**config.mk**
```make
export PLATFORM = sky130hd
export DESIGN_NAME = ntqs_cfg
export DESIGN_NICKNAME = d
export VERILOG_FILES = /design/src/rtl/ntqs_pkg.sv /design/src/rtl/ntqs_cfg.sv
export SDC_FILE = /design/constraint.sdc
export NUM_CORES = 1
export LEC_CHECK = 0
export BUFFER_PORTS_ARGS = -buffer_cell sky130_fd_sc_hd__buf_2
export CAP_MARGIN = 30
export CORE_MARGIN = 2
export CORE_UTILIZATION = 44
export CTS_CLUSTER_DIAMETER = 200
export DETAILED_ROUTE_END_ITERATION = 16
export PLACE_DENSITY = 0.77
export SLEW_MARGIN = 20
export SYNTH_ARGS = -nofsm -noshare
export SYNTH_HDL_FRONTEND = slang
export SYNTH_SLANG_ARGS = --single-unit
```
**constraint.sdc**
```tcl
create_clock -name clk -period 1.31 [get_ports clk]
set_input_delay 0.1965 -clock clk [delete_from_list [all_inputs] [get_ports clk]]
set_output_delay 0.1965 -clock clk [all_outputs]
set_load 0.01 [all_outputs]
```
**src/rtl/ntqs_pkg.sv**
```systemverilog
`default_nettype none
package ntqs_pkg;

	// field widths
	localparam int TICK_W  = 26;
	localparam int BAR_W   = 16;
	localparam int IDX_W   = 10;
	localparam int STEP_W  = 10;
	localparam int SW_W    = 7;
	localparam int NOTE_W  = 7;

	// bar table
	localparam int MAX_BARS = 1024;
	localparam int AW       = $clog2(MAX_BARS);
	localparam int ACC_W    = BAR_W + AW;

	// divider widths
	localparam int DVD_W = TICK_W;
	localparam int DSR_W = STEP_W + 1;

	// arithmetic constants
	localparam logic [TICK_W-1:0] TICK_MAX    = {TICK_W{1'b1}};
	localparam logic [TICK_W:0]   STEP_CAP    = (TICK_W+1)'(999);
	localparam logic [STEP_W-1:0] STEP_A      = STEP_W'(24);
	localparam logic [STEP_W-1:0] STEP_B      = STEP_W'(48);
	localparam logic [SW_W-1:0]   SWING_NONE  = SW_W'(50);
	localparam int                SWING_RECIP = 1311;
	localparam int                RECIP_SH    = 15;

	// configuration port
	localparam int PADDR_W = 5;
	localparam logic [2:0] REG_WSTART = 3'd0;
	localparam logic [2:0] REG_WEND   = 3'd1;
	localparam logic [2:0] REG_STEP   = 3'd2;
	localparam logic [2:0] REG_SWING  = 3'd3;
	localparam logic [2:0] REG_LOW    = 3'd4;
	localparam logic [2:0] REG_HIGH   = 3'd5;

	// input kinds
	localparam logic OP_LOAD    = 1'b0;
	localparam logic OP_CORRECT = 1'b1;

	typedef struct packed {
		logic [TICK_W-1:0] window_start;
		logic [TICK_W-1:0] window_end;
		logic [STEP_W-1:0] step_length;
		logic [SW_W-1:0]   swing_percent;
		logic [NOTE_W-1:0] lowest_note;
		logic [NOTE_W-1:0] highest_note;
	} cfg_t;

	typedef struct packed {
		logic             start;
		logic [DVD_W-1:0] dividend;
		logic [DSR_W-1:0] divisor;
	} div_req_t;

	typedef struct packed {
		logic             done;
		logic [DVD_W-1:0] quo;
		logic [DSR_W-1:0] rem;
	} div_rsp_t;

endpackage
`default_nettype wire

```
**src/rtl/ntqs_cfg.sv**
```systemverilog
`default_nettype none
module ntqs_cfg import ntqs_pkg::*; (
	input  wire logic               clk,
	input  wire logic               arst_n,
	input  wire logic               psel,
	input  wire logic               penable,
	input  wire logic               pwrite,
	input  wire logic [PADDR_W-1:0] paddr,
	input  wire logic [31:0]        pwdata,
	output logic      [31:0]        prdata,
	output logic                    pready,
	output cfg_t                    cfg
);

	cfg_t       cfg_q;
	logic [2:0] idx;
	logic       wr;

	assign pready = 1'b1;
	assign idx    = paddr[4:2];
	assign wr     = psel && penable && pwrite;

	// register writes
	always_ff @(posedge clk or negedge arst_n) begin
		if (!arst_n) begin
			cfg_q.window_start  <= '0;
			cfg_q.window_end    <= '0;
			cfg_q.step_length   <= STEP_A;
			cfg_q.swing_percent <= SWING_NONE;
			cfg_q.lowest_note   <= '0;
			cfg_q.highest_note  <= {NOTE_W{1'b1}};
		end else if (wr) begin
			case (idx)
				REG_WSTART: cfg_q.window_start  <= pwdata[TICK_W-1:0];
				REG_WEND:   cfg_q.window_end    <= pwdata[TICK_W-1:0];
				REG_STEP:   cfg_q.step_length   <= pwdata[STEP_W-1:0];
				REG_SWING:  cfg_q.swing_percent <= pwdata[SW_W-1:0];
				REG_LOW:    cfg_q.lowest_note   <= pwdata[NOTE_W-1:0];
				REG_HIGH:   cfg_q.highest_note  <= pwdata[NOTE_W-1:0];
				default: ;
			endcase
		end
	end

	// read-back
	always_comb begin
		case (idx)
			REG_WSTART: prdata = 32'(cfg_q.window_start);
			REG_WEND:   prdata = 32'(cfg_q.window_end);
			REG_STEP:   prdata = 32'(cfg_q.step_length);
			REG_SWING:  prdata = 32'(cfg_q.swing_percent);
			REG_LOW:    prdata = 32'(cfg_q.lowest_note);
			REG_HIGH:   prdata = 32'(cfg_q.highest_note);
			default:    prdata = '0;
		endcase
	end

	assign cfg = cfg_q;

endmodule
`default_nettype wire
```
After elaboration in Yosys (flattened, before gate mapping)
Index checks and enable logic that the tools add are counted.
{ "totals": {"reg_bits": 83, "input_bits": 42, "out_inout_bits": 116, "wordCells": 21} }
{ "classes": {"n_eq_ne": 5, "muxes": 1, "n_reduce_logical": 9} }
{ "op_table": {"columns": ["cell", "count"], "rows": [
  ["one-hot mux 26 bit (6 select lines)", 1],
  ["AND reduction 2 bit", 6],
  ["equality test 3 x 2 -> 1 bit (second input constant)", 2],
  ["equality test 3 bit (second input constant)", 2],
  ["equality test 3 x 1 -> 1 bit (second input constant)", 1],
  ["logical NOT 3 bit", 1],
  ["logical AND 1 bit", 2]
]} }

Logic depth before layout (Yosys ltp)
{ "logic_depth": {"depth_word": 3, "depth_mapped": 5} }

Worst setup path before layout
No wires, ideal clock.
{ "synth_path": {"path_type": "input to register", "start": "input port paddr[2]", "end": "register cfg_q (netlist bit cfg[36])", "setup_time_ns": 0.125, "t_arrival_ns": 1.305, "t_required_ns": 1.185, "setup_slack_ns": -0.120, "path_stages": 5, "path_cell_list": "buf_4 -> nand2b_1 -> nor2_2 -> buf_4 -> mux2_2"} }
{ "synth_via": {"elab_chain_cells": 2} }
{ "synth_lines": {"columns": ["item", "line_no", "source"], "rows": [
  ["start, declared", "ntqs_cfg.sv:8", "input wire logic [PADDR_W-1:0] paddr,"],
  ["equality test 3 x 1 -> 1 bit", "ntqs_cfg.sv:33", "case (idx)"],
  ["AND reduction 2 bit (no line)", null, null],
  ["end, declared", "ntqs_cfg.sv:15", "cfg_t cfg_q;"]
]} }
No other way between the ends.
A chain may end at the register's enable or synchronous reset.

Final worst setup path
{ "layout_path": {"start": "register cfg_q (netlist bit cfg[19])", "end": "output port prdata[5]"} }
{ "layout_via": {"elab_chain_cells": 1} }
{ "layout_lines": {"columns": ["item", "line_no", "source"], "rows": [
  ["one-hot mux 26 bit (6 select lines)", "ntqs_cfg.sv:47", "case (idx)"],
  ["end, declared", "ntqs_cfg.sv:10", "output logic [31:0] prdata,"]
]} }
No other way between the ends.

==> impl_metrics.yaml <==
sta:
  postLayoutSetupSlackWorst_ns: -0.3300
  achievable-frequency_mhz: 609.8
  min_period_over_period_pct: 125.2
  worst_clock_skew_ns: 0
  timing_max_transition_violations_final: 0
  finalHoldViolCount: 0
  finalWorstPathRequiredPeriod_ns: 1.640
  final-setup-viol-count: 28
  rsz0062_at_grt: "true"
hold_path:
  min_path_cells: 2
  kind_of_path_behind_the_tightest_hold_check: "in -> reg"
  hp-start: "pwdata[20]"
  timing.hold.worst_endpoint: "cfg[77]$_DFFE_PN0P_"
final_layout:
  largest_register_ffs: 83
  num_antenna_cells: 0
  finalNetCount: 516
  final_core_utilization_pct: 64.17
  post_route_cells_drive_above_1_share_pct: 69.94
  final_area_mm2: 0.005569
  fillers: 676
  area_delta_synth_final_pct: 42.71
synth:
  seq_cells_post_synth: 83
  ys_dominant_reg_cell: "dfrtp_1"
  edff_count_synth: 0
  syn_area_per_cell_um2: 14.35
  seq_area_frac_synth_pct: 53.61
  synthesis.area_mm2: 0.003902
  synthesis.yosys.warnings: 0
  fraction_of_synthesis_flops_using_an_asynchronous_set_or_reset_pin_pct: 100.0
  synthesis.instances: 272
  yosysUniqueCellTypes: 32
power:
  cellInternalPower_w: 0.005458
  power_frac_comb_pct: 30.9
  power.net_switching_w: 0.002361
  clockPowerShare_pct: 24.1
  vdd_ir_drop_max_v: 0.0006255
  power.total_w: 0.007819
  seq_power_share_pct: 44.9
  leakage_nw: 2.936
  power.density_cell_area_mw_per_mm2: 1404
  switching_share_pct: 30.19
die:
  start_util_pct: 44.97
  die_span_y_um: 98.18
  die_w_um: 98.18
  core_area_mm2: 0.008678
  ios: 158
  die-area_mm2: 0.009638
  placement_rows: 34
outcome:
  outcome: "complete, but fails checks"
  violations: "setup timing"
place:
  portBuffers: 142
  gp_congestion: 0.7888
  place_worst_setup_slack_ns: -0.2748
  placedInstanceArea_mm2: 0.004990
  detailed_place_hpwl_um: 7484
clock_network:
  worst_skew_pair.late_latency_ns: 0.34
  clkSinkCount: 83
  clkSlewWorstSetupHoldPaths_ns: 0.09
  cts_tree: "built"
  clock_tree.root_cell: "clkbuf_8"
  clock_path_buffers: 2
  cts.htree.levels: 3
  number_of_buffers_added_by_the_clock_tree_synthesis_step: 9
global_route:
  antenna_found_initial: 0
  number_of_global_route_vias_before_repair: 3139
  grt_start_max_net_pins: 37
  overflow: 0
  first_pass_grt_wire_length_um: 15900
  grt.total_usage_pct: 20.89
drt:
  route.antenna.remaining_nets: 0
  drt-total-wl_um: 10870
  drt-vias-per-instance: 5.334
  remaining_drc_errors: 0
  drt-wirelength-per-cell_um: 18.51
  detail_route.iter0.violations: 106
  route.vias.total: 3131
  detail_route.first_pass.iterations: 4
critical_path:
  timing.reg2reg.worst_path_depth: 3
  worst_setup_path_end_kind: "primary output"
  critPathMaxFanout: 2
  worstReg2RegEnd: "cfg[7]$_DFFE_PN0P_"
  crit_required_ns: 1.11
  reg2reg_launch_point: "cfg[7]$_DFFE_PN0P_"
  critPathArrivalTime_ns: 1.44
  r2r_slack_ns: 0.28
  crit_type: "reg -> out"
  worstSetupStartpointType: "flop"
job:
  timing.max_cap.violations: 0
layer usage:
| metal | GRT usage [%] | up-vias | routed length [um] |
|---|---|---|---|
| met4 | 10.85 | 0 | 330 |
| li1 | - | 1397 | - |
| met5 | 0 | - | 0 |
| met2 | 35.30 | 101 | 5715 |
| met1 | 25.68 | 1608 | 4383 |
| met3 | 3.722 | 25 | 435 |
logic make-up (layout without fill, tap and decap cells):
group | count (synthesis) | after routing | share of synthesized area [%]
other | 2 | 7 | 0.1924
DFF | 83 | 83 | 53.61
muxes | 102 | 102 | 30.75
and+or+nand+nor | 23 | 23 | 3.912
AOI/OAI and AO/OA | 38 | 38 | 7.502
buffers and inverters | 24 | 226 | 4.040
power by group through the flow:
stage | clock, W | combinational [W] | sequential [W]
after floorplan | 0 | 0.000846 | 0.00374
after global placement | 0 | 0.00199 | 0.00354
after detailed placement | 0 | 0.00205 | 0.00356
after CTS | 0.00192 | 0.00221 | 0.00350
after global routing | 0.00205 | 0.00259 | 0.00357
final | 0.00189 | 0.00242 | 0.00351
layout make-up:
cell class	count	area, um2	area share, %
Sequential cell	83	2092	37.56
Multi-Input combinational cell	170	1727	31.00
Timing Repair Buffer	208	1403	25.19
Clock buffer	12	155.1	2.786
Tap cell	108	135.1	2.426
Clock inverter	4	50.05	0.8987
Inverter	2	7.507	0.1348
cells in the mapped netlist, types with 3 or more instances:
| master | number | share of area (%) |
|---|---|---|
| mux2_2 | 63 | 18 |
| buf_4 | 10 | 1.9 |
| nand2b_1 | 3 | 0.48 |
| or2_2 | 3 | 0.48 |
| a22o_1 | 16 | 3.6 |
| dfrtp_1 | 71 | 46 |
| a21oi_1 | 5 | 0.64 |
| o22ai_1 | 3 | 0.48 |
| buf_6 | 3 | 0.87 |
| clkbuf_1 | 3 | 0.29 |
| dfstp_2 | 12 | 8.1 |
| o21ai_0 | 4 | 0.51 |
| o21a_1 | 3 | 0.58 |
| mux2_4 | 20 | 7.7 |
| mux2i_1 | 19 | 4.9 |
| nand2_1 | 4 | 0.38 |
| buf_2 | 6 | 0.77 |
placed cells by master, fill, tap and decap left out, types with 2 or more instances in the layout:
master      Yosys  final
a21oi_2         0      3
buf_6           3     17
mux2_2         63     63
conb_1          2      7
clkbuf_8        0     11
mux2i_1        19     19
a221o_1         2      2
nand2b_1        3      2
buf_12          0      6
o32a_1          2      2
mux2_4         20     20
or2_4           0      3
nand2_1         4      4
o22ai_1         3      3
buf_4          10     52
buf_2           6    130
a21oi_1         5      2
dfrtp_1        71     71
o21ai_2         0      3
dfstp_2        12     12
clkinvlp_4      0      2
nand3_1         2      2
o21a_1          3      3
a22o_1         16     16
a211o_1         2      2
nor2_1          2      2
stage by stage:
step	std cells	hold WS [ns]	TNS, ns
finish	587	0.08838	-3.044
CTS	571	0.07998	-3.751
floorplan	277	-0.09909	-3.306
global route	587	0.06921	-4.398
detailed placement	543	0.1018	-18.63
global placement	543	0.09633	-18.25
worst max path at each step:
stage / slack [ns] / cells after the start / end / from
finish: -0.33 / 4 / prdata[5] / cfg[19]$_DFFE_PN1P_
global route: -0.40 / 4 / prdata[5] / cfg[19]$_DFFE_PN1P_
global placement: -0.26 / 5 / cfg[81]$_DFFE_PN0P_ / paddr[4]
floorplan: -0.1 / 5 / cfg[57]$_DFFE_PN0P_ / paddr[4]
CTS: -0.33 / 4 / prdata[5] / cfg[19]$_DFFE_PN1P_
detailed placement: -0.27 / 5 / cfg[79]$_DFFE_PN0P_ / paddr[4]
critical path, stage by stage, from the launching register on:
cell	delay (ns)
dfstp_2	0.54
mux2i_1	0.07
a211o_1	0.27
o21ai_1	0.08
buf_2	0.14
what timing repair did:
item	in CTS	in global routing
pin swaps	5	5
endpoints found under the setup margin	27	30
cloned	0	2
hold buffers	1	0
endpoints found under the hold margin	17	0
gates resized for setup	12	27
buffers inserted	12	14
No activity file was read; power rests on OpenSTA's default activity.
