## config.mk

```make
export PLATFORM = sky130hd
export DESIGN_NAME = ntqs_div
export DESIGN_NICKNAME = d
export VERILOG_FILES = /design/src/rtl/ntqs_pkg.sv /design/src/rtl/ntqs_div.sv
export SDC_FILE = /design/constraint.sdc
export NUM_CORES = 1
export LEC_CHECK = 0
export ABC_AREA = 0
export BUFFER_PORTS_ARGS = -buffer_cell sky130_fd_sc_hd__buf_2
export CORE_ASPECT_RATIO = 0.9
export CORE_MARGIN = 2
export CORE_UTILIZATION = 56
export DETAILED_ROUTE_END_ITERATION = 6
export PLACE_DENSITY = 0.85
export SYNTH_ARGS = -nofsm -noshare
export SYNTH_HDL_FRONTEND = slang
export SYNTH_SLANG_ARGS = --single-unit
```

## constraint.sdc

```tcl
create_clock -name clk -period 4.5 [get_ports clk]
set_input_delay 0.45 -clock clk [delete_from_list [all_inputs] [get_ports clk]]
set_output_delay 0.45 -clock clk [all_outputs]
set_load 0.05 [all_outputs]
```

## src/rtl/ntqs_pkg.sv

```systemverilog
`default_nettype none
package ntqs_pkg;

	// field widths
	localparam int TICK_W  = 26;
	localparam int BAR_W   = 16;
	localparam int IDX_W   = 10;
	localparam int STEP_W  = 10;
	localparam int SW_W    = 7;
	localparam int NOTE_W  = 7;

	// bar table
	localparam int MAX_BARS = 1024;
	localparam int AW       = $clog2(MAX_BARS);
	localparam int ACC_W    = BAR_W + AW;

	// divider widths
	localparam int DVD_W = TICK_W;
	localparam int DSR_W = STEP_W + 1;

	// arithmetic constants
	localparam logic [TICK_W-1:0] TICK_MAX    = {TICK_W{1'b1}};
	localparam logic [TICK_W:0]   STEP_CAP    = (TICK_W+1)'(999);
	localparam logic [STEP_W-1:0] STEP_A      = STEP_W'(24);
	localparam logic [STEP_W-1:0] STEP_B      = STEP_W'(48);
	localparam logic [SW_W-1:0]   SWING_NONE  = SW_W'(50);
	localparam int                SWING_RECIP = 1311;
	localparam int                RECIP_SH    = 15;

	// configuration port
	localparam int PADDR_W = 5;
	localparam logic [2:0] REG_WSTART = 3'd0;
	localparam logic [2:0] REG_WEND   = 3'd1;
	localparam logic [2:0] REG_STEP   = 3'd2;
	localparam logic [2:0] REG_SWING  = 3'd3;
	localparam logic [2:0] REG_LOW    = 3'd4;
	localparam logic [2:0] REG_HIGH   = 3'd5;

	// input kinds
	localparam logic OP_LOAD    = 1'b0;
	localparam logic OP_CORRECT = 1'b1;

	typedef struct packed {
		logic [TICK_W-1:0] window_start;
		logic [TICK_W-1:0] window_end;
		logic [STEP_W-1:0] step_length;
		logic [SW_W-1:0]   swing_percent;
		logic [NOTE_W-1:0] lowest_note;
		logic [NOTE_W-1:0] highest_note;
	} cfg_t;

	typedef struct packed {
		logic             start;
		logic [DVD_W-1:0] dividend;
		logic [DSR_W-1:0] divisor;
	} div_req_t;

	typedef struct packed {
		logic             done;
		logic [DVD_W-1:0] quo;
		logic [DSR_W-1:0] rem;
	} div_rsp_t;

endpackage
`default_nettype wire

```

## src/rtl/ntqs_div.sv

```systemverilog
`default_nettype none
module ntqs_div import ntqs_pkg::*; (
	input  wire logic     clk,
	input  wire logic     arst_n,
	input  wire div_req_t req,
	output div_rsp_t      rsp
);

	localparam int CNT_W = $clog2(DVD_W + 1);

	logic [DVD_W-1:0] quo_q;
	logic [DSR_W-1:0] rem_q;
	logic [DSR_W-1:0] dsr_q;
	logic [CNT_W-1:0] cnt_q;
	logic             busy_q;
	logic             done_q;
	logic [DSR_W:0]   rem_sh;
	logic             fits;

	// restoring step: one quotient bit a cycle
	assign rem_sh = {rem_q, quo_q[DVD_W-1]};
	assign fits   = rem_sh >= {1'b0, dsr_q};

	always_ff @(posedge clk or negedge arst_n) begin
		if (!arst_n) begin
			busy_q <= 1'b0;
			done_q <= 1'b0;
			cnt_q  <= '0;
		end else begin
			done_q <= 1'b0;
			if (req.start) begin
				busy_q <= 1'b1;
				cnt_q  <= '0;
			end else if (busy_q) begin
				cnt_q <= cnt_q + 1'b1;
				if (cnt_q == CNT_W'(DVD_W - 1)) begin
					busy_q <= 1'b0;
					done_q <= 1'b1;
				end
			end
		end
	end

	// datapath
	always_ff @(posedge clk) begin
		if (req.start) begin
			quo_q <= req.dividend;
			rem_q <= '0;
			dsr_q <= req.divisor;
		end else if (busy_q) begin
			if (fits) begin
				rem_q <= DSR_W'(rem_sh - {1'b0, dsr_q});
			end else begin
				rem_q <= rem_sh[DSR_W-1:0];
			end
			quo_q <= {quo_q[DVD_W-2:0], fits};
		end
	end

	assign rsp.done = done_q;
	assign rsp.quo  = quo_q;
	assign rsp.rem  = rem_q;

endmodule
`default_nettype wire

```

After elaboration in Yosys (flattened, before gate mapping). Cells that the tools add are included.

Output and inout port bits: 38. Memories kept: 0. RAM bits: 0. Memory bits (read-only): 0. Register bits after elaboration: 55. Bits in latches: 0. Bits of input ports: 40. Logic and storage cells: 22.

Shift-type cells: 0. Multiplexer cells: 11. Add/sub/neg operators: 2. Multipliers: 0. Bitwise logic cells: 0. Magnitude comparators: 1. Eq/ne operators: 1. Reduce and logical (&&, ||, !) cells: 1. Divide/modulo/power cells: 0.

Operators with widths (number): two-way mux 26 bit (2); >= comparator 12 x 11 -> 1 bit (1); two-way mux 11 bit (1); subtractor 11 bit (1); two-way mux 5 bit (2); two-way mux 1 bit (6); adder 5 x 1 -> 5 bit (second input constant) (1); == test 5 bit (second input constant) (1); nonzero test 2 bit (1).

Depth between registers and ports, before layout.
Depth in word-level cells: 4. Mapped depth: 10. Depth with buffers taken out: 9.

Worst setup path after synthesis. OpenSTA, ideal clock, no wires.

Path kind: reg-to-reg. Start: register quo_q[25]. End: register rem_q[0]. Cell stages (with the launch flop): 10. Data required time: 4.421 ns. Buffers on the path: 0. Setup time: 0.079 ns. Arrival time: 2.506 ns. Clock period less this slack: 2.586 ns. Slack: 1.914 ns. Cell sequence: edfxtp_1 -> inv_1 -> ha_1 -> fa_1 -> nor2b_4 -> o31a_1 -> o21ai_4 -> o21ai_4 -> mux2_4 -> a211oi_2.

Cells in the longest elaborated chain, start to end: 2. Elaborated cells between the ends (all ways): 3. Classes of those cells: add/sub: 1; order compare: 1; mux: 1.

Ends and longest elaborated chain: start, declared (RTL line ntqs_div.sv:11) `logic [DVD_W-1:0] quo_q;`; start signal, assigned (RTL line ntqs_div.sv:47) `quo_q <= req.dividend;`; start signal, assigned (RTL line ntqs_div.sv:56) `quo_q <= {quo_q[DVD_W-2:0], fits};`; subtractor 11 bit or >= comparator 12 x 11 -> 1 bit (tied branches) (RTL line ntqs_div.sv:52, ntqs_div.sv:22); two-way mux 11 bit (*) (RTL line ntqs_div.sv:51) `if (fits) begin`; end signal, assigned (RTL line ntqs_div.sv:52) `rem_q <= DSR_W'(rem_sh - {1'b0, dsr_q});`; end signal, assigned (RTL line ntqs_div.sv:54) `rem_q <= rem_sh[DSR_W-1:0];`; end, declared (RTL line ntqs_div.sv:12) `logic [DSR_W-1:0] rem_q;`.

Mark *: on every way between the ends. The rest lies on a longest branch, timed or not. A chain may end at the register's enable or synchronous reset.

Worst setup path after layout. Same ends and word-level chain as after synthesis.

==> out/results.env <==
RSZ0062_AT_GRT='no'
CELLPOWERDENSITY_nW_PER_UM2=571
INTERNAL_POWER_mW=1.13
N_DIODES=0
REG2REG_FROM='quo_q[25]'
CLKPWRFRAC_PCT=16.7
CPPEAKSTAGEDELAY_NS=0.45
SYNTHESIS.AREA_PER_INSTANCE_SQ_UM=12.3
SYNTH_SEQ_CELLS=55
DRT_ITER0_MARKERS=145
PORTION_OF_THE_POST_SYNTHESIS_AREA_USED_BY_SEQUENTIAL_ELEMENTS_PCT=52.2
START_KIND='flop'
SEQ_POWER_SHARE_PCT=35.4
TOTAL_LEAKAGE_POWER_nW=1.51
CTS_NUM_SINKS=55
YS_ASYNC_SR_FRACTION_PCT=12.7
FINAL.SETUP.TNS_NS=0
VDD.IR_DROP.WORST_uV=288
OVERFLOW_LEFT_AFTER_GLOBAL_ROUTING=0
FINALWEIGHTEDCONGESTION=0.848
P_SW_mW=0.821
LAYOUT.FILLER_CELLS=347
MAXIMUM_NUMBER_OF_PINS_ON_ONE_NET_BEFORE_GLOBAL_ROUTE_REPAIR=37
DIEWIDTH_MICRONS=79.6
PLACEMENTROWS=24
FMAX_GHz=0.387
ANT_NETS=0
MIN_PERIOD_OVER_PERIOD_PCT=57.5
PORT-BUFFER-COUNT=77
DIE_H_MICRONS=72.1
SYNTH_WARNINGS=0
MIN_DELAY_WORST_ENDPOINT='dsr_q[2]'
R2R_CELLS=9
HOLD_PATH.CLASS='input pin to flop'
VIAS=2051
CRIT_PATH_CELL_CHAIN='inv_1 > ha_1 > fa_1 > nor2b_4 > o31a_1 > o21ai_4 > o21ai_4 > mux2_4 > a211oi_2'
PLACED_AREA_SQ_UM=3300
CLK-INSERTION-DELAY-LATE_NS=0.31
REMAINING_DESIGN_RULE_VIOLATION_COUNT=0
HTREEDEPTH=2
CP_SLOWEST_CELL='sky130_fd_sc_hd__fa_1'
POST_CTS_HOLD_BUFFER_COUNT=1
START_UTIL_PCT=58.9
CTS.REPORTEDPATHS.CLKPINSLEW_NS=0.10
FINALWORSTPATHREQUIREDPERIOD_NS=2.59
SYN-CELL-AREA_SQ_UM=2880
TOTALPOWERFINAL_mW=1.96
MOSTFREQUENTLAYOUTCELL='sky130_fd_sc_hd__buf_2'
GRT_PASS1_VIAS=1955
MIN_PATH_CELLS=1
SLEW_HEADROOM_PCT=50.5
SYNTH_TOP_AREA_CELL='sky130_fd_sc_hd__edfxtp_1'
POWER_SWITCHING_SHARE_PCT=42.0
CTSROOTBUFFERMASTER='sky130_fd_sc_hd__clkbuf_8'
WORST_EP_REQUIRED_TIME_NS=4.73
POST_CTS_BUFFERS=0
CRITPATHCAPTURETYPE='flop'
DRTPASS1ITERATIONS=4
REPORT.FINAL.SETUP_VIOL=0
POST_SYNTH_NUM_CELL_TYPES=50
GRTUSAGETOTAL_PCT=20.3
P_COMB_SHARE_PCT=47.9
POSTROUTEWIRELENGTH_MICRONS=5640
GRT_FIRST_PASS_WIRELENGTH_MICRONS=9090
TIMING.CRITICAL_PATH.FANOUT_MAX=14
SYNTH_EDF_COUNT=37
LAYOUT_COMMON_CELLS='sky130_fd_sc_hd__buf_2 (77), sky130_fd_sc_hd__edfxtp_1 (37), sky130_fd_sc_hd__mux2_2 (26)'
MIN-DELAY-START='req[2]'
NETLIST_TOP_CELLS_AREA='sky130_fd_sc_hd__edfxtp_1 (39%), sky130_fd_sc_hd__mux2_2 (10%), sky130_fd_sc_hd__dfxtp_1 (7.6%), sky130_fd_sc_hd__dfrtp_1 (6.1%), sky130_fd_sc_hd__ha_1 (5.6%)'
DRIVE_ABOVE_1_SHARE_PCT=39.4
CLK_PATH_BUF_DEPTH=2
RRSETUPSLACK_NS=1.91
DIE_AREA_SQ_UM=5740
SYNTH_FP_NETS=288
CORE_SQ_UM=4890
FINAL_NETS=363
REGTOREGENDPOINT='rem_q[0]'
RUN_STATUS='complete, no violations'
SYNTH_TOP_CELL_AREA_SHARE_PCT=38.5
PIN_COUNT=78
CRITPATHLAUNCH='quo_q[25]'
POST_DR_VIAS_CELL=5.47
STDCELL_AREA_SQ_UM=3430
FIN_SKEW_NS=0.0115
TIMING.CRITICAL_PATH.MODE_CELL='sky130_fd_sc_hd__o21ai_4'
CAP_VIOL_MAX_COUNT=0
POST_DRT_WL_PER_CELL_MICRONS=15.0
WORSTMARGINPINSLEW_NS=0.743
CTS-BUFFERS-INSERTED=5
WORSTSETUPPATHTYPE='flop to flop'
FINALHOLDVIOLCOUNT=0
ANTENNA_FOUND_INITIAL=0
YS_DOMINANT_REG_CELL='sky130_fd_sc_hd__edfxtp_1'
SYNTH_CELLS=234
CTS_TREE='built'
DETAILEDPLACEMENTHPWL_MICRONS=4170
CTS.REPAIR.RESIZED=0
SYN_TO_FINAL_GROWTH_PCT=18.8
TIMING.CRITICAL_PATH.ARRIVAL_NS=2.81
MULTIINPUTGATEAREA_SQ_UM=1260
AREA.SEQUENTIAL_SQ_UM=1510
TIMING.FINAL.MAX_SLEW_VIOLATIONS=0
routing by layer:
| metal | vias to the layer above | wire (microns) | GRT usage (%) | share of wire (%) |
|---|---|---|---|---|
| met1 | 977 | 2410 | 27.5 | 43 |
| met3 | 12 | 220 | 4.23 | 3.9 |
| met2 | 56 | 2910 | 33.0 | 52 |
| met4 | 0 | 100 | 6.90 | 1.8 |
| met5 | - | 0 | 0 | 0 |
| li1 | 1006 | - | - | - |
sequential cells by signal, indices dropped and copies added, names as in the netlist:
name / flops
rem_q: 11
quo_q: 26
cnt_q: 5
busy_q: 1
done_q: 1
dsr_q: 11
area by class of cell:
type	count	share of cell area, %
inverters	14	1.53
multi-input cells	153	36.9
clock buffers	5	2.01
repair buffers	80	12.0
well taps	65	2.37
clock inverters	3	1.24
flip-flops and latches	55	44.0
synth_stat cells (all sizes together) (3+ instances only):
master / number
dfxtp: 11
dfrtp: 7
a21oi: 6
nor4: 3
ha: 13
o211ai: 3
xnor2: 6
inv: 14
mux2i: 7
nand2b: 4
clkbuf: 6
nand4: 3
nand3: 3
nand2: 8
buf: 6
o21ai: 10
mux2: 27
a211oi: 9
xor2: 3
edfxtp: 37
nor2: 22
cell families (layout without fill, tap and decap cells):
| kind of cell | count (synthesis) | count (layout) | synth area share [%] |
|---|---|---|---|
| and+or+nand+nor | 57 | 57 | 11.8 |
| DFF | 55 | 55 | 52.2 |
| xor gates and xnor gates | 9 | 9 | 2.73 |
| muxes | 34 | 34 | 13.1 |
| adders and majority gates | 14 | 14 | 6.33 |
| buffers and inverters | 26 | 102 | 3.95 |
| AOI/OAI and AO/OA | 39 | 39 | 9.85 |
critical path, delay by kind of cell, from the launching register on:
kind                     cells  cell delay, ns
multiplexers                 1            0.34
adder cells (fa/ha/maj)      2            0.67
buffers and inverters        1            0.06
AND/OR/NAND/NOR              1            0.14
flip-flops                   1            0.35
AO/OA/AOI/OAI                4            0.94
how the worst max path moves through the flow:
stage                     cells after the start       end  slack (ns)
after floorplan                               9  rem_q[0]        1.91
after global placement                        9  rem_q[0]        2.01
after detailed placement                      9  rem_q[0]        1.93
after CTS                                     9  rem_q[0]        1.91
after global routing                          9  rem_q[0]        1.80
final                                         9  rem_q[0]        1.91
power groups by stage:
stage | Combinational [mW] | Sequential, mW | Clock, mW
CTS | 0.938 | 0.693 | 0.332
finish | 0.937 | 0.692 | 0.326
floorplan | 0.528 | 0.938 | 0
detailed placement | 0.933 | 0.704 | 0
global placement | 0.909 | 0.700 | 0
global route | 1.01 | 0.706 | 0.348
metrics by stage:
step	utilization (%)	worst slack (ns)	cells	hold slack, ns
global route	70.0	1.80	375	0.295
CTS	70.0	1.91	375	0.304
floorplan	-	1.91	234	0.154
global placement	67.5	2.01	366	0.288
finish	70.0	1.91	375	0.306
detailed placement	67.5	1.93	366	0.289
(Power assumes the default switching activity.)
